`config.mk`:
```
export PLATFORM = sky130hd
export DESIGN_NAME = nearest_target_go_to_goal_steering_flat
export DESIGN_NICKNAME = d
export VERILOG_FILES = /design/src/hw/rtl/ntgs_pkg.sv /design/src/hw/rtl/ntgs_in_if.sv /design/src/hw/rtl/ntgs_out_if.sv /design/src/hw/rtl/nearest_target_go_to_goal_steering.sv /design/src/hw/rtl/ntgs_ctrl.sv /design/src/hw/rtl/ntgs_dp.sv /design/src/flat_wrapper.sv
export SDC_FILE = /design/constraint.sdc
export NUM_CORES = 2
export LEC_CHECK = 0
export BUFFER_PORTS_ARGS = -buffer_cell sky130_fd_sc_hd__clkbuf_2
export CELL_PAD_IN_SITES_DETAIL_PLACEMENT = 0
export CELL_PAD_IN_SITES_GLOBAL_PLACEMENT = 1
export CORE_MARGIN = 1
export CORE_UTILIZATION = 42
export CTS_CLUSTER_SIZE = 25
export DETAILED_ROUTE_END_ITERATION = 10
export GPL_TIMING_DRIVEN = 0
export MAX_ROUTING_LAYER = met4
export PLACE_DENSITY = 0.71
export SKIP_LAST_GASP = 1
export SYNTH_ARGS = -nofsm -noshare
export SYNTH_HDL_FRONTEND = slang
export SYNTH_SLANG_ARGS = --single-unit
```
`constraint.sdc`:
```
create_clock -name clk_i -period 13.11 [get_ports clk_i]
set_clock_uncertainty 0.2 [all_clocks]
set_input_delay 3.933 -clock clk_i [delete_from_list [all_inputs] [get_ports clk_i]]
set_output_delay 3.933 -clock clk_i [all_outputs]
set_load 0.01 [all_outputs]
```
`src/hw/rtl/ntgs_pkg.sv`:
```
// Package of the go-to-goal steering block: constants, command codes,
// the controller/datapath command and status structs and the CORDIC angle table.
// No dependencies.
`default_nettype none

package ntgs_pkg;

  localparam int CORDIC_STEPS_DEF = 16;
  localparam int MAX_STEPS        = 24;
  localparam int STEP_W           = 5;

  localparam logic [1:0] CMD_POSE = 2'd0;
  localparam logic [1:0] CMD_CAND = 2'd1;
  localparam logic [1:0] CMD_TICK = 2'd2;

  localparam logic [1:0] REG_SELECT  = 2'd0;
  localparam logic [1:0] REG_RADIUS  = 2'd1;
  localparam logic [1:0] REG_LIN_GAIN = 2'd2;
  localparam logic [1:0] REG_ANG_GAIN = 2'd3;

  localparam logic [33:0] DIST_NONE = 34'h3_FFFF_FFFF;
  localparam logic signed [17:0] PI_Q12     = 18'sd12868;
  localparam logic signed [17:0] TWO_PI_Q12 = 18'sd25736;
  localparam logic signed [19:0] PI_Q16     = 20'sd205887;
  localparam logic signed [17:0] CORDIC_K   = 18'sd39797;
  localparam logic signed [42:0] LIN_MAX    = 43'sd262143;
  localparam logic signed [42:0] ANG_MAX    = 43'sd262143;
  localparam logic signed [42:0] ANG_MIN    = -43'sd262144;

  typedef struct packed {
    logic load;
    logic sq_x;
    logic sq_y;
    logic sum;
    logic judge;
    logic catch_chk;
    logic pre;
    logic iter;
    logic mag_mul;
    logic rnd;
    logic lin_mul;
    logic ang_mul;
    logic sat;
    logic push;
  } ctrl_t;

  typedef struct packed {
    logic pose_seen;
    logic goal_valid;
    logic caught;
    logic iter_last;
    logic out_free;
  } stat_t;

  function automatic logic signed [19:0] atan_q16(input logic [STEP_W-1:0] idx);
    logic signed [19:0] v;
    case (idx)
      5'd0:  v = 20'sd51472;
      5'd1:  v = 20'sd30385;
      5'd2:  v = 20'sd16055;
      5'd3:  v = 20'sd8150;
      5'd4:  v = 20'sd4091;
      5'd5:  v = 20'sd2047;
      5'd6:  v = 20'sd1024;
      5'd7:  v = 20'sd512;
      5'd8:  v = 20'sd256;
      5'd9:  v = 20'sd128;
      5'd10: v = 20'sd64;
      5'd11: v = 20'sd32;
      5'd12: v = 20'sd16;
      5'd13: v = 20'sd8;
      5'd14: v = 20'sd4;
      5'd15: v = 20'sd2;
      5'd16: v = 20'sd1;
      default: v = 20'sd0;
    endcase
    return v;
  endfunction

endpackage

`default_nettype wire

```
`src/hw/rtl/ntgs_in_if.sv`:
```
// Input channel of the steering block: valid/ready handshake and one input word.
// No dependencies.
`default_nettype none

interface ntgs_in_if;
  logic               valid;
  logic               ready;
  logic [1:0]         command;
  logic [15:0]        pos_x;
  logic [15:0]        pos_y;
  logic signed [14:0] heading;
  logic [7:0]         target_id;
  logic               first_in_list;
  logic               last_in_list;

  modport source (output valid, command, pos_x, pos_y, heading, target_id,
                  first_in_list, last_in_list, input ready);
  modport sink (input valid, command, pos_x, pos_y, heading, target_id,
                first_in_list, last_in_list, output ready);
endinterface

`default_nettype wire

```
`src/hw/rtl/ntgs_out_if.sv`:
```
// Output channel of the steering block: valid/ready handshake and one result word.
// No dependencies.
`default_nettype none

interface ntgs_out_if;
  logic               valid;
  logic               ready;
  logic [17:0]        linear_speed;
  logic signed [18:0] angular_speed;
  logic               caught;
  logic [7:0]         caught_id;

  modport source (output valid, linear_speed, angular_speed, caught, caught_id,
                  input ready);
  modport sink (input valid, linear_speed, angular_speed, caught, caught_id,
                output ready);
endinterface

`default_nettype wire

```
`src/hw/rtl/nearest_target_go_to_goal_steering.sv`:
```
// Top level of the go-to-goal steering block with nearest-target selection.
// Uses ntgs_pkg, ntgs_in_if, ntgs_out_if, ntgs_ctrl and ntgs_dp.
//
// Usage: every input word on in_i carries a command. A pose update stores the
// own position and heading and is absorbed in the accept cycle. A target
// candidate is judged against the running best of its list through the
// square, sum and judge steps; the word marked last commits the chosen
// candidate as the goal. A control tick, when a pose and a goal exist,
// produces one result word on out_o: the square and sum steps lead to the
// catch test, then, if not caught, a pre-rotation step, a vectoring CORDIC
// of CORDIC_STEPS iterations (capped at 24) on one shared shift-add unit,
// and the multiply steps on the single shared multiplier with rounding,
// saturation and output. A caught tick goes from the catch test straight
// to output. Ticks without pose or goal and unknown commands give no word.
// One word is in work at a time; in_i.ready is high only while the
// sequencer is idle. Results wait in an output register, so the block takes
// new input while a result word is still pending; if the receiver stalls and a
// second result is finished, the block holds it until the register frees.
// Reset clears pose, goal, running best and the output valid, and loads the
// registers with their defaults. Registers are written over the APB port;
// the user must write them only while the block is idle, which the block
// itself does not enforce.
`default_nettype none

module nearest_target_go_to_goal_steering #(
  parameter int CORDIC_STEPS = ntgs_pkg::CORDIC_STEPS_DEF
) (
  input  wire logic        clk_i,
  input  wire logic        rst_ni,
  ntgs_in_if.sink          in_i,
  ntgs_out_if.source       out_o,
  input  wire logic        psel,
  input  wire logic        penable,
  input  wire logic        pwrite,
  input  wire logic [3:0]  paddr,
  input  wire logic [31:0] pwdata,
  output logic [31:0]      prdata,
  output logic             pready
);

  logic        select_closest_q;
  logic [15:0] catch_radius_q;
  logic [11:0] linear_gain_q;
  logic [11:0] angular_gain_q;
  logic        cfg_wr;

  assign pready = 1'b1;
  assign cfg_wr = psel && penable && pwrite;

  always_ff @(posedge clk_i or negedge rst_ni) begin
    if (!rst_ni) begin
      select_closest_q <= 1'b1;
      catch_radius_q   <= 16'd2048;
      linear_gain_q    <= 12'd512;
      angular_gain_q   <= 12'd1536;
    end else if (cfg_wr) begin
      unique case (paddr[3:2])
        ntgs_pkg::REG_SELECT:   select_closest_q <= pwdata[0];
        ntgs_pkg::REG_RADIUS:   catch_radius_q   <= pwdata[15:0];
        ntgs_pkg::REG_LIN_GAIN: linear_gain_q    <= pwdata[11:0];
        ntgs_pkg::REG_ANG_GAIN: angular_gain_q   <= pwdata[11:0];
        default: ;
      endcase
    end
  end

  always_comb begin
    unique case (paddr[3:2])
      ntgs_pkg::REG_SELECT:   prdata = {31'd0, select_closest_q};
      ntgs_pkg::REG_RADIUS:   prdata = {16'd0, catch_radius_q};
      ntgs_pkg::REG_LIN_GAIN: prdata = {20'd0, linear_gain_q};
      ntgs_pkg::REG_ANG_GAIN: prdata = {20'd0, angular_gain_q};
      default:                prdata = '0;
    endcase
  end

  ntgs_pkg::ctrl_t ctrl;
  ntgs_pkg::stat_t stat;

  ntgs_ctrl u_ctrl (
    .clk_i      (clk_i),
    .rst_ni     (rst_ni),
    .in_valid_i (in_i.valid),
    .command_i  (in_i.command),
    .in_ready_o (in_i.ready),
    .stat_i     (stat),
    .ctrl_o     (ctrl)
  );

  ntgs_dp #(
    .CORDIC_STEPS (CORDIC_STEPS)
  ) u_dp (
    .clk_i            (clk_i),
    .rst_ni           (rst_ni),
    .ctrl_i           (ctrl),
    .stat_o           (stat),
    .command_i        (in_i.command),
    .pos_x_i          (in_i.pos_x),
    .pos_y_i          (in_i.pos_y),
    .heading_i        (in_i.heading),
    .target_id_i      (in_i.target_id),
    .first_in_list_i  (in_i.first_in_list),
    .last_in_list_i   (in_i.last_in_list),
    .select_closest_i (select_closest_q),
    .catch_radius_i   (catch_radius_q),
    .linear_gain_i    (linear_gain_q),
    .angular_gain_i   (angular_gain_q),
    .out_ready_i      (out_o.ready),
    .out_valid_o      (out_o.valid),
    .linear_speed_o   (out_o.linear_speed),
    .angular_speed_o  (out_o.angular_speed),
    .caught_o         (out_o.caught),
    .caught_id_o      (out_o.caught_id)
  );

endmodule

`default_nettype wire

```
`src/hw/rtl/ntgs_ctrl.sv`:
```
// Sequencer of the steering block: walks the datapath through candidate
// judging and control-tick steps. Depends on ntgs_pkg.
`default_nettype none

module ntgs_ctrl (
  input  wire logic            clk_i,
  input  wire logic            rst_ni,
  input  wire logic            in_valid_i,
  input  wire logic [1:0]      command_i,
  output logic                 in_ready_o,
  input  wire ntgs_pkg::stat_t stat_i,
  output ntgs_pkg::ctrl_t      ctrl_o
);

  typedef enum logic [13:0] {
    S_IDLE  = 14'b00000000000001,
    S_SQX   = 14'b00000000000010,
    S_SQY   = 14'b00000000000100,
    S_SUM   = 14'b00000000001000,
    S_JUDGE = 14'b00000000010000,
    S_CATCH = 14'b00000000100000,
    S_PRE   = 14'b00000001000000,
    S_ITER  = 14'b00000010000000,
    S_MAG   = 14'b00000100000000,
    S_RND   = 14'b00001000000000,
    S_LIN   = 14'b00010000000000,
    S_ANG   = 14'b00100000000000,
    S_SAT   = 14'b01000000000000,
    S_OUT   = 14'b10000000000000
  } state_e;

  state_e state_q, state_d;
  logic   is_tick_q, is_tick_d;
  logic   accept;

  assign in_ready_o = (state_q == S_IDLE);
  assign accept     = in_valid_i && in_ready_o;

  always_comb begin
    state_d   = state_q;
    is_tick_d = is_tick_q;
    ctrl_o    = '0;
    ctrl_o.load = accept;
    unique case (state_q)
      S_IDLE: begin
        if (accept) begin
          if (command_i == ntgs_pkg::CMD_CAND) begin
            state_d   = S_SQX;
            is_tick_d = 1'b0;
          end else if (command_i == ntgs_pkg::CMD_TICK && stat_i.pose_seen &&
                       stat_i.goal_valid) begin
            state_d   = S_SQX;
            is_tick_d = 1'b1;
          end
        end
      end
      S_SQX: begin
        ctrl_o.sq_x = 1'b1;
        state_d     = S_SQY;
      end
      S_SQY: begin
        ctrl_o.sq_y = 1'b1;
        state_d     = S_SUM;
      end
      S_SUM: begin
        ctrl_o.sum = 1'b1;
        state_d    = is_tick_q ? S_CATCH : S_JUDGE;
      end
      S_JUDGE: begin
        ctrl_o.judge = 1'b1;
        state_d      = S_IDLE;
      end
      S_CATCH: begin
        ctrl_o.catch_chk = 1'b1;
        state_d          = stat_i.caught ? S_OUT : S_PRE;
      end
      S_PRE: begin
        ctrl_o.pre = 1'b1;
        state_d    = S_ITER;
      end
      S_ITER: begin
        ctrl_o.iter = 1'b1;
        if (stat_i.iter_last) begin
          state_d = S_MAG;
        end
      end
      S_MAG: begin
        ctrl_o.mag_mul = 1'b1;
        state_d        = S_RND;
      end
      S_RND: begin
        ctrl_o.rnd = 1'b1;
        state_d    = S_LIN;
      end
      S_LIN: begin
        ctrl_o.lin_mul = 1'b1;
        state_d        = S_ANG;
      end
      S_ANG: begin
        ctrl_o.ang_mul = 1'b1;
        state_d        = S_SAT;
      end
      S_SAT: begin
        ctrl_o.sat = 1'b1;
        state_d    = S_OUT;
      end
      S_OUT: begin
        if (stat_i.out_free) begin
          ctrl_o.push = 1'b1;
          state_d     = S_IDLE;
        end
      end
      default: state_d = S_IDLE;
    endcase
  end

  always_ff @(posedge clk_i or negedge rst_ni) begin
    if (!rst_ni) begin
      state_q   <= S_IDLE;
      is_tick_q <= 1'b0;
    end else begin
      state_q   <= state_d;
      is_tick_q <= is_tick_d;
    end
  end

endmodule

`default_nettype wire

```
`src/hw/rtl/ntgs_dp.sv`:
```
// Datapath of the steering block: pose, list and goal state, one shared
// multiplier, the iterative CORDIC and the output register. Depends on ntgs_pkg.
`default_nettype none

module ntgs_dp #(
  parameter int CORDIC_STEPS = ntgs_pkg::CORDIC_STEPS_DEF
) (
  input  wire logic               clk_i,
  input  wire logic               rst_ni,
  input  wire ntgs_pkg::ctrl_t    ctrl_i,
  output ntgs_pkg::stat_t         stat_o,
  input  wire logic [1:0]         command_i,
  input  wire logic [15:0]        pos_x_i,
  input  wire logic [15:0]        pos_y_i,
  input  wire logic signed [14:0] heading_i,
  input  wire logic [7:0]         target_id_i,
  input  wire logic               first_in_list_i,
  input  wire logic               last_in_list_i,
  input  wire logic               select_closest_i,
  input  wire logic [15:0]        catch_radius_i,
  input  wire logic [11:0]        linear_gain_i,
  input  wire logic [11:0]        angular_gain_i,
  input  wire logic               out_ready_i,
  output logic                    out_valid_o,
  output logic [17:0]             linear_speed_o,
  output logic signed [18:0]      angular_speed_o,
  output logic                    caught_o,
  output logic [7:0]              caught_id_o
);

  localparam int NSTEPS = (CORDIC_STEPS > ntgs_pkg::MAX_STEPS) ?
                          ntgs_pkg::MAX_STEPS : CORDIC_STEPS;
  localparam logic [ntgs_pkg::STEP_W-1:0] LAST_STEP = ntgs_pkg::STEP_W'(NSTEPS - 1);

  // Architectural state.
  logic [15:0]        own_x_q, own_y_q, goal_x_q, goal_y_q, best_x_q, best_y_q;
  logic signed [14:0] own_head_q;
  logic [7:0]         goal_id_q, best_id_q;
  logic               pose_seen_q, goal_valid_q;
  logic [33:0]        best_d_q;

  // Latched candidate and work registers.
  logic [15:0]        px_q, py_q;
  logic [7:0]         id_q;
  logic               first_q, last_q;
  logic signed [16:0] dx_q, dy_q;
  logic signed [42:0] p_q;
  logic [33:0]        acc_q, d_q;
  logic signed [23:0] cx_q, cy_q;
  logic signed [19:0] cz_q;
  logic [ntgs_pkg::STEP_W-1:0] i_q;
  logic [17:0]        mag_q;
  logic signed [17:0] diff_q;

  logic [17:0]        res_lin_q;
  logic signed [18:0] res_ang_q;
  logic               res_caught_q;
  logic [7:0]         res_id_q;
  logic               out_valid_q;

  // Shared multiplier operands.
  logic signed [24:0] mul_a;
  logic signed [17:0] mul_b;
  logic signed [42:0] mul_p;

  always_comb begin
    mul_a = '0;
    mul_b = '0;
    if (ctrl_i.sq_x) begin
      mul_a = 25'(dx_q);
      mul_b = 18'(dx_q);
    end else if (ctrl_i.sq_y) begin
      mul_a = 25'(dy_q);
      mul_b = 18'(dy_q);
    end else if (ctrl_i.sum) begin
      mul_a = $signed({9'd0, catch_radius_i});
      mul_b = $signed({2'd0, catch_radius_i});
    end else if (ctrl_i.mag_mul) begin
      mul_a = 25'(cx_q);
      mul_b = ntgs_pkg::CORDIC_K;
    end else if (ctrl_i.lin_mul) begin
      mul_a = $signed({7'd0, mag_q});
      mul_b = $signed({6'd0, linear_gain_i});
    end else if (ctrl_i.ang_mul) begin
      mul_a = 25'(diff_q);
      mul_b = $signed({6'd0, angular_gain_i});
    end
  end

  assign mul_p = mul_a * mul_b;

  // Candidate selection.
  logic [33:0] best_eff;
  logic        take;
  assign best_eff = first_q ? ntgs_pkg::DIST_NONE : best_d_q;
  assign take     = select_closest_i ? (d_q < best_eff) : (best_eff == ntgs_pkg::DIST_NONE);

  logic caught;
  assign caught = d_q <= {2'd0, p_q[31:0]};

  // CORDIC pre-rotation and one micro-rotation.
  logic signed [23:0] xs, ys, shx, shy;
  assign xs  = {{3{dx_q[16]}}, dx_q, 4'd0};
  assign ys  = {{3{dy_q[16]}}, dy_q, 4'd0};
  assign shx = cx_q >>> i_q;
  assign shy = cy_q >>> i_q;

  // Angle rounding and heading error.
  logic signed [19:0] z_rnd;
  logic signed [17:0] ang_e, head_e, diff_raw, diff_wrap;
  assign z_rnd    = (cz_q + 20'sd8) >>> 4;
  assign ang_e    = 18'(z_rnd);
  assign head_e   = 18'(own_head_q);
  assign diff_raw = ang_e - head_e;
  always_comb begin
    if (diff_raw > ntgs_pkg::PI_Q12) begin
      diff_wrap = diff_raw - ntgs_pkg::TWO_PI_Q12;
    end else if (diff_raw < -ntgs_pkg::PI_Q12) begin
      diff_wrap = diff_raw + ntgs_pkg::TWO_PI_Q12;
    end else begin
      diff_wrap = diff_raw;
    end
  end

  // Round half up by 256, then saturate; the magnitude rounds half up by 2^20.
  logic signed [42:0] p_rnd, mag_rnd;
  logic [17:0]        lin_sat;
  logic signed [18:0] ang_sat;
  assign p_rnd   = (p_q + 43'sd128) >>> 8;
  assign mag_rnd = (p_q + 43'sd524288) >>> 20;
  always_comb begin
    if (p_rnd > ntgs_pkg::LIN_MAX) begin
      lin_sat = 18'(ntgs_pkg::LIN_MAX);
    end else if (p_rnd < 43'sd0) begin
      lin_sat = '0;
    end else begin
      lin_sat = p_rnd[17:0];
    end
    if (p_rnd > ntgs_pkg::ANG_MAX) begin
      ang_sat = 19'(ntgs_pkg::ANG_MAX);
    end else if (p_rnd < ntgs_pkg::ANG_MIN) begin
      ang_sat = 19'(ntgs_pkg::ANG_MIN);
    end else begin
      ang_sat = p_rnd[18:0];
    end
  end

  logic [15:0] ref_x, ref_y;
  assign ref_x = (command_i == ntgs_pkg::CMD_CAND) ? pos_x_i : goal_x_q;
  assign ref_y = (command_i == ntgs_pkg::CMD_CAND) ? pos_y_i : goal_y_q;

  always_ff @(posedge clk_i or negedge rst_ni) begin
    if (!rst_ni) begin
      own_x_q      <= '0;
      own_y_q      <= '0;
      own_head_q   <= '0;
      pose_seen_q  <= 1'b0;
      goal_x_q     <= '0;
      goal_y_q     <= '0;
      goal_id_q    <= '0;
      goal_valid_q <= 1'b0;
      best_x_q     <= '0;
      best_y_q     <= '0;
      best_id_q    <= '0;
      best_d_q     <= ntgs_pkg::DIST_NONE;
      out_valid_q  <= 1'b0;
      i_q          <= '0;
    end else begin
      if (ctrl_i.load && command_i == ntgs_pkg::CMD_POSE) begin
        own_x_q     <= pos_x_i;
        own_y_q     <= pos_y_i;
        own_head_q  <= heading_i;
        pose_seen_q <= 1'b1;
      end
      if (ctrl_i.judge) begin
        if (take) begin
          best_x_q  <= px_q;
          best_y_q  <= py_q;
          best_id_q <= id_q;
        end
        if (last_q) begin
          goal_x_q     <= take ? px_q : best_x_q;
          goal_y_q     <= take ? py_q : best_y_q;
          goal_id_q    <= take ? id_q : best_id_q;
          goal_valid_q <= 1'b1;
          best_d_q     <= ntgs_pkg::DIST_NONE;
        end else if (take) begin
          best_d_q <= d_q;
        end else begin
          best_d_q <= best_eff;
        end
      end
      if (ctrl_i.catch_chk && caught) begin
        goal_valid_q <= 1'b0;
      end
      if (ctrl_i.pre) begin
        i_q <= '0;
      end else if (ctrl_i.iter) begin
        i_q <= i_q + 1'b1;
      end
      if (ctrl_i.push) begin
        out_valid_q <= 1'b1;
      end else if (out_ready_i) begin
        out_valid_q <= 1'b0;
      end
    end
  end

  always_ff @(posedge clk_i) begin
    if (ctrl_i.load) begin
      px_q    <= pos_x_i;
      py_q    <= pos_y_i;
      id_q    <= target_id_i;
      first_q <= first_in_list_i;
      last_q  <= last_in_list_i;
      dx_q    <= $signed({1'b0, ref_x}) - $signed({1'b0, own_x_q});
      dy_q    <= $signed({1'b0, ref_y}) - $signed({1'b0, own_y_q});
    end
    if (ctrl_i.sq_x || ctrl_i.sq_y || ctrl_i.sum || ctrl_i.mag_mul ||
        ctrl_i.lin_mul || ctrl_i.ang_mul) begin
      p_q <= mul_p;
    end
    if (ctrl_i.sq_y) begin
      acc_q <= p_q[33:0];
    end
    if (ctrl_i.sum) begin
      d_q <= acc_q + p_q[33:0];
    end
    if (ctrl_i.catch_chk) begin
      res_lin_q    <= '0;
      res_ang_q    <= '0;
      res_caught_q <= 1'b1;
      res_id_q     <= goal_id_q;
    end
    if (ctrl_i.pre) begin
      if (xs < 24'sd0) begin
        cz_q <= (ys >= 24'sd0) ? ntgs_pkg::PI_Q16 : -ntgs_pkg::PI_Q16;
        cx_q <= -xs;
        cy_q <= -ys;
      end else begin
        cz_q <= '0;
        cx_q <= xs;
        cy_q <= ys;
      end
    end
    if (ctrl_i.iter) begin
      if (cy_q > 24'sd0) begin
        cx_q <= cx_q + shy;
        cy_q <= cy_q - shx;
        cz_q <= cz_q + ntgs_pkg::atan_q16(i_q);
      end else if (cy_q < 24'sd0) begin
        cx_q <= cx_q - shy;
        cy_q <= cy_q + shx;
        cz_q <= cz_q - ntgs_pkg::atan_q16(i_q);
      end
    end
    if (ctrl_i.rnd) begin
      mag_q  <= mag_rnd[17:0];
      diff_q <= diff_wrap;
    end
    if (ctrl_i.ang_mul) begin
      res_lin_q <= lin_sat;
    end
    if (ctrl_i.sat) begin
      res_ang_q    <= ang_sat;
      res_caught_q <= 1'b0;
      res_id_q     <= '0;
    end
    if (ctrl_i.push) begin
      linear_speed_o  <= res_lin_q;
      angular_speed_o <= res_ang_q;
      caught_o        <= res_caught_q;
      caught_id_o     <= res_id_q;
    end
  end

  assign out_valid_o       = out_valid_q;
  assign stat_o.pose_seen  = pose_seen_q;
  assign stat_o.goal_valid = goal_valid_q;
  assign stat_o.caught     = caught;
  assign stat_o.iter_last  = (i_q == LAST_STEP);
  assign stat_o.out_free   = !out_valid_q || out_ready_i;

endmodule

`default_nettype wire

```
`src/flat_wrapper.sv`:
```
// flat-port wrapper written by rule: the top's interface ports become plain ports
module nearest_target_go_to_goal_steering_flat 
#(
  parameter int CORDIC_STEPS = ntgs_pkg::CORDIC_STEPS_DEF
)
  (clk_i, rst_ni, psel, penable, pwrite, paddr, pwdata, prdata, pready, in_i_valid, in_i_command, in_i_pos_x, in_i_pos_y, in_i_heading, in_i_target_id, in_i_first_in_list, in_i_last_in_list, in_i_ready, out_o_valid, out_o_linear_speed, out_o_angular_speed, out_o_caught, out_o_caught_id, out_o_ready);
  ntgs_in_if in_i_i ();
  ntgs_out_if out_o_i ();
  input  wire logic clk_i;
  input  wire logic rst_ni;
  input  wire logic psel;
  input  wire logic penable;
  input  wire logic pwrite;
  input  wire logic [3:0] paddr;
  input  wire logic [31:0] pwdata;
  output logic [31:0] prdata;
  output logic pready;
  input wire logic [$bits(in_i_i.valid)-1:0] in_i_valid;
  input wire logic [$bits(in_i_i.command)-1:0] in_i_command;
  input wire logic [$bits(in_i_i.pos_x)-1:0] in_i_pos_x;
  input wire logic [$bits(in_i_i.pos_y)-1:0] in_i_pos_y;
  input wire logic [$bits(in_i_i.heading)-1:0] in_i_heading;
  input wire logic [$bits(in_i_i.target_id)-1:0] in_i_target_id;
  input wire logic [$bits(in_i_i.first_in_list)-1:0] in_i_first_in_list;
  input wire logic [$bits(in_i_i.last_in_list)-1:0] in_i_last_in_list;
  output wire logic [$bits(in_i_i.ready)-1:0] in_i_ready;
  output wire logic [$bits(out_o_i.valid)-1:0] out_o_valid;
  output wire logic [$bits(out_o_i.linear_speed)-1:0] out_o_linear_speed;
  output wire logic [$bits(out_o_i.angular_speed)-1:0] out_o_angular_speed;
  output wire logic [$bits(out_o_i.caught)-1:0] out_o_caught;
  output wire logic [$bits(out_o_i.caught_id)-1:0] out_o_caught_id;
  input wire logic [$bits(out_o_i.ready)-1:0] out_o_ready;
  assign in_i_i.valid = in_i_valid;
  assign in_i_i.command = in_i_command;
  assign in_i_i.pos_x = in_i_pos_x;
  assign in_i_i.pos_y = in_i_pos_y;
  assign in_i_i.heading = in_i_heading;
  assign in_i_i.target_id = in_i_target_id;
  assign in_i_i.first_in_list = in_i_first_in_list;
  assign in_i_i.last_in_list = in_i_last_in_list;
  assign in_i_ready = in_i_i.ready;
  assign out_o_valid = out_o_i.valid;
  assign out_o_linear_speed = out_o_i.linear_speed;
  assign out_o_angular_speed = out_o_i.angular_speed;
  assign out_o_caught = out_o_i.caught;
  assign out_o_caught_id = out_o_i.caught_id;
  assign out_o_i.ready = out_o_ready;
  nearest_target_go_to_goal_steering #(.CORDIC_STEPS(CORDIC_STEPS)) u_core (.clk_i(clk_i), .rst_ni(rst_ni), .in_i(in_i_i), .out_o(out_o_i), .psel(psel), .penable(penable), .pwrite(pwrite), .paddr(paddr), .pwdata(pwdata), .prdata(prdata), .pready(pready));
endmodule
```
======== After elaboration in Yosys (flattened, before gate mapping) ========
Memory sizes are Yosys's and may differ from the RTL's.
Cells that the tools add are included.
storage, ports and cells
  memories kept ........................... 2
  bits in read-only memories .............. 1,024
  output and inout bits ................... 81
  flip-flop bits (word level) ............. 608
  input port bits ......................... 102
  logic and storage cells ................. 217
memory list
  memory            depth  width  read ports  clocked after memory_dff  wr ports  RTL line        source
  (name not given)  32     16     1           0                         0         ntgs_pkg.sv:57  case (idx)
  (name not given)  32     16     1           0                         0         ntgs_pkg.sv:57
cells by class
  shift operators ......................... 2
  $lt $le $gt $ge ......................... 11
  $add $sub $neg .......................... 18
  equality and inequality tests ........... 25
  multiply operators ...................... 1
  reductions and logical operators ........ 31
  mux-type cells .......................... 84
operators by type and width
  cell                                                                               count
  24-bit 2-to-1 mux                                                                  10
  20-bit 2-to-1 mux                                                                  11
  14-bit case mux with 13 select lines                                               1
  25-bit 2-to-1 mux                                                                  6
  18-bit 2-to-1 mux                                                                  8
  32-bit case mux with 4 select lines                                                1
  34-bit 2-to-1 mux                                                                  3
  16-bit 2-to-1 mux                                                                  6
  14-bit 2-to-1 mux                                                                  6
  19-bit 2-to-1 mux                                                                  4
  24-bit adder                                                                       2
  21-bit negation with 24-bit output                                                 2
  24-bit by 5-bit >>> shifter with 24-bit output                                     2
  24-bit subtractor                                                                  2
  43-bit by 9-bit adder with 43-bit output, second input constant                    1
  25-bit by 18-bit multiplier with 43-bit output                                     1
  38-bit by 21-bit adder with 38-bit output, second input constant                   1
  35-bit by 19-bit greater-than comparator with 1-bit output, second input constant  1
  35-bit by 1-bit less-than comparator with 1-bit output, second input constant      1
  35-bit by 19-bit less-than comparator with 1-bit output, second input constant     1
  34-bit adder                                                                       1
  34-bit == test, second input constant                                              1
  34-bit by 32-bit less-or-equal comparator with 1-bit output                        1
  34-bit less-than comparator                                                        1
  other kinds (46)                                                                   98

======== Depth between registers and ports, before layout ========
  word-level depth ........................ 9
  depth in mapped cells ................... 36
  gate-level depth less buffers ........... 34

======== Hierarchy ========
Synthesis repeated with hierarchy kept, for this count alone.
second synthesis, totals
  cells, all modules ...................... 6,140
  area total of the unflattened synthesis .. 56,609.3 µm²
modules (own cells, without submodules)
  module                              cells each  area each (µm²)  times used  seq. area each (µm²)
  ntgs_dp                             5,896       53,592.6         1           15,001.9
  nearest_target_go_to_goal_steering  144         2,052.0          1           1,032.2
  ntgs_ctrl                           100         964.7            1           376.6

======== Worst setup path after synthesis ========
Ideal clock, no wire load.
  path type ............................... in2out
  from .................................... input port paddr[2]
  to ...................................... output port prdata[10]
  setup slack ............................. 3,896 ps
  buffers on the path ..................... 2
  data required time ...................... 8,977 ps
  data arrival time ....................... 5,081 ps
  cell stages on the path ................. 4
  path through ............................ clkbuf_1 > clkbuf_1 > mux2_2 > a22o_1
on the way
  longest elaborated chain between the ends .. 2
  elaborated cells between the ends (all ways) .. 5
  classes of those cells .................. eq/ne (3); mux (1); reduce/logical (1)
RTL lines
  element                                RTL line                                  source
  from (decl)                            flat_wrapper.sv:14                        input wire logic [3:0] paddr;
  2-bit == test (tied with other cells)  nearest_target_go_to_goal_steering.sv:68  unique case (paddr[3:2])
  32-bit case mux with 4 select lines *  nearest_target_go_to_goal_steering.sv:68
  to (decl)                              flat_wrapper.sv:16                        output logic [31:0] prdata;
Every way passes the cells marked *; elsewhere a longest branch is shown, timed or not. The select of a mux whose other input is x is not followed.

======== Worst setup path after layout ========
  from .................................... register u_core.u_ctrl.state_q[1]
  to ...................................... register u_core.u_dp.p_q[42], data pin
on the way
  longest elaborated chain between the ends .. 9
  elaborated cells between the ends (all ways) .. 25
  classes of those cells .................. mul (1); eq/ne (6); mux (18)
RTL lines
  element                                                        RTL line          source
  from (decl)                                                    ntgs_ctrl.sv:32   state_e state_q, state_d;
  from (signal assigned)                                         ntgs_ctrl.sv:122  state_q <= state_d;
  14-bit by 12-bit == test with 1-bit output                     ntgs_ctrl.sv:44   unique case (state_q)
  1-bit 2-to-1 mux                                               ntgs_ctrl.sv:44
  25-bit 2-to-1 mux / 12-bit 2-to-1 mux (equally long branches)  ntgs_dp.sv:84     end else if (ctrl_i.ang_mul) begin
  25-bit 2-to-1 mux / 12-bit 2-to-1 mux (equally long branches)  ntgs_dp.sv:81     end else if (ctrl_i.lin_mul) begin
  25-bit 2-to-1 mux / 16-bit 2-to-1 mux (equally long branches)  ntgs_dp.sv:78     end else if (ctrl_i.mag_mul) begin
  25-bit 2-to-1 mux / 16-bit 2-to-1 mux (equally long branches)  ntgs_dp.sv:75     end else if (ctrl_i.sum) begin
  25-bit 2-to-1 mux / 18-bit 2-to-1 mux (equally long branches)  ntgs_dp.sv:72     end else if (ctrl_i.sq_y) begin
  25-bit 2-to-1 mux / 18-bit 2-to-1 mux (equally long branches)  ntgs_dp.sv:69     if (ctrl_i.sq_x) begin
  25-bit by 18-bit multiplier with 43-bit output *               ntgs_dp.sv:90     assign mul_p = mul_a * mul_b;
  named net u_core.u_dp.mul_p[42]                                ntgs_dp.sv:64     logic signed [42:0] mul_p;
  to (signal assigned)                                           ntgs_dp.sv:221    p_q <= mul_p;
  to (decl)                                                      ntgs_dp.sv:47     logic signed [42:0] p_q;
The timed path passes the listed nets; every way through them passes the cells marked *.
A chain may end at the register's enable or synchronous reset.

==> results.yml <==
die:
  die_area_um2: 136000
  die_w_um: 369
  row_count: 134
  ios: 183
  die_h_um: 369
  core-area_um2: 133000
  start_util_pct: 42.3
synthesis:
  ys_top_cells_by_area: "edfxtp_1, fa_1, ha_1"
  synth_top_cell_area_share_pct: 16.3
  ys_types: 123
  synthCells: 6095
  syn_area_um2: 56400
  ys_ff_latch: 608
  synth_flop_cell: "edfxtp_1"
  synth.avg_cell_area_um2: 9.26
  synth_edf_count: 306
  ys_async_sr_fraction_pct: 37.0
  synth_most_common_cell: "inv_1"
  synth_top_cell_by_area: "edfxtp_1"
  synth_warnings: 0
  synth-seq-area-share_pct: 29.1
  synth_common_cells: "inv_1, nand2_1, nor2_1, fa_1, ha_1"
cells_and_area:
  area_growth_pct: 10.6
  stdcell_area_um2: 62400
  final_nets: 7294
  drive_above_1_share_pct: 11.2
  finalNonFillerCells: 8190
  post-route-util_pct: 46.8
power:
  power_mw: 7.57
  combPwrFrac_pct: 36.2
  p_switching_mw: 2.91
  internal-power_mw: 4.67
  clockPowerShare_pct: 29.9
  seqPwrFrac_pct: 34.0
  powerDensity_nw_per_um2: 121
  irDropWorstVdd_mv: 0.130
  netSwitchingFraction_pct: 38.4
  p_leak_nw: 27.8
cts:
  cts_resized: 0
  cts_buffers: 78
  cts_htree_levels: 3
  clk_latency_ns: 0.71
  clock_sinks: 608
  postCtsSetupRepairBufs: 0
  hold_buffers: 0
  path_clk_slew_ns: 0.06
  cts_buffer_depth: 3
  cts-root-buf: "clkbuf_16"
  tritoncts: "built"
placement:
  dp.cells: 8041
  port_buffers: 146
  placed_area_um2: 59700
  gp_congestion: 1.01
  hpwl_mm: 168
critical_path:
  worstPathArrival_ns: 11.85
  crit_path_start_kind: "flop"
  path_class: "flop to flop"
  endpoint_kind: "flop"
  crit_fanout: 10
  cp_slowest_stage_delay_ns: 0.71
  worst_path_max_delay_cell: "clkbuf_1"
  crit_required_ns: 13.32
detailed_routing:
  drtIter0Drc: 4422
  post-route-drc-count: 0
  wl_mm: 210
  drt-vias-per-instance: 5.77
  wire_per_inst_um: 25.7
  drtAntennaViolNets: 0
  num_vias: 47300
  drtPass1Iterations: 6
status:
  violations: "max-capacitance violations"
  status: "finished, violations left"
hold_path:
  hold_class: "flop to flop"
global_routing:
  grt_pass1_vias: 46600
  grt_max_degree: 96
  antenna_found_initial: 7
  grt_overflow: 0
  grt_first_pass_wirelength_mm: 310
  track_usage_pct: 32.0
timing:
  drv_slew: 0
  max_freq_mhz: 85.9
  setup_violations: 0
  tns_ns: 0
  maxSlewHeadroom_pct: 1.06
  final_hold_viol_count: 0
  finalCritPeriodShare_pct: 88.8
  rsz0062_at_grt: "false"
  tightest_slew_ns: 1.48
  layout_min_cycle_time_ns: 11.64
job:
  cap_violations: 1
-- power by group through the flow --
stage | sequential (mW) | combinational [mW] | clock, mW
floorplan | 2.48 | 1.97 | 0
global placement | 2.60 | 2.67 | 0
detailed placement | 2.60 | 2.69 | 0
CTS | 2.56 | 2.71 | 2.30
global route | 2.59 | 2.99 | 2.37
finish | 2.57 | 2.74 | 2.26
-- worst max-delay path, delay by kind of cell (launching register included) --
| family | cells | cell delay [ns] |
|---|---|---|
| xor gates and xnor gates | 1 | 0.41 |
| DFF | 1 | 0.45 |
| and+or+nand+nor | 8 | 2.53 |
| buffers and inverters | 7 | 1.32 |
| adders and majority gates | 7 | 3.02 |
| AOI/OAI and AO/OA | 9 | 3.34 |
-- cells in the final DEF, fill, tap and decap left out, types with 147 or more instances in the layout --
cell      count
nand2_1     675
nor2_1      481
dfrtp_1     185
a21oi_1     331
fa_1        440
o21ai_0     322
ha_1        398
clkbuf_1    188
edfxtp_1    306
xnor2_1     147
inv_1       817
-- final timing paths --
path	startpoint	end	slack (ns)	depth (start not counted)
max	u_core.u_ctrl.state_q[1]	u_core.u_dp.p_q[42]	1.47	32
min	u_core.u_dp.res_ang_q[17]	u_core.u_dp.angular_speed_o[17]	0.21	0
max reg2reg	u_core.u_ctrl.state_q[1]	u_core.u_dp.p_q[42]	1.47	32
min reg2reg	u_core.u_dp.res_ang_q[17]	u_core.u_dp.angular_speed_o[17]	0.21	0
max in group asynchronous	rst_ni	u_core.u_dp.best_d_q[14]	8.79	2
min in group asynchronous	rst_ni	u_core.u_dp.best_y_q[10]	2.97	1
-- logic make-up after synthesis --
group	after synthesis	synth area share [%]
buffers and inverters	1118	8.06
and+or+nand+nor	1704	13.7
xor gates and xnor gates	217	3.40
adders and majority gates	838	24.4
other	2	0.0133
muxes	247	5.12
DFF	608	29.1
AOI/OAI and AO/OA	1361	16.2
-- sequential cells by signal (all words and copies together) (netlist names), 17 cells and up --
register	flops
u_core.u_dp.acc_q	34
u_core.u_dp.dy_q	17
u_core.u_dp.p_q	43
u_core.u_dp.mag_q	18
u_core.u_dp.diff_q	18
u_core.u_dp.res_ang_q	19
u_core.u_dp.cz_q	20
u_core.u_dp.best_d_q	34
u_core.u_dp.cx_q	24
u_core.u_dp.dx_q	17
u_core.u_dp.res_lin_q	18
u_core.u_dp.linear_speed_o	18
u_core.u_dp.cy_q	24
u_core.u_dp.d_q	34
u_core.u_dp.angular_speed_o	19
-- stage by stage --
stage               hold slack, ns  setup slack, ns
global route                 0.225             1.01
CTS                          0.213             1.70
global placement             0.205             1.84
floorplan                    0.200             3.90
finish                       0.214             1.47
detailed placement           0.205             1.78
-- layout make-up --
cell class / instances / area (µm²)
Inverter: 827 / 3110
Antenna cell: 2 / 5.00
Buffer: 291 / 1440
Timing Repair Buffer: 157 / 942
Clock inverter: 42 / 523
Multi-Input combinational cell: 4391 / 35600
Clock buffer: 104 / 2190
Sequential cell: 608 / 16400
Fill cell: 13100 / 71000
Tap cell: 1768 / 2210
-- layer usage --
| layer | track usage [%] | vias to the layer above | part of all wire, % |
|---|---|---|---|
| met5 | - | - | 0 |
| met4 | 10.5 | 0 | 3.7 |
| met3 | 5.50 | 337 | 7.7 |
| met2 | 48.0 | 1839 | 44 |
| met1 | 43.6 | 23800 | 44 |
| li1 | - | 21300 | - |
(Power assumes the default switching activity.)
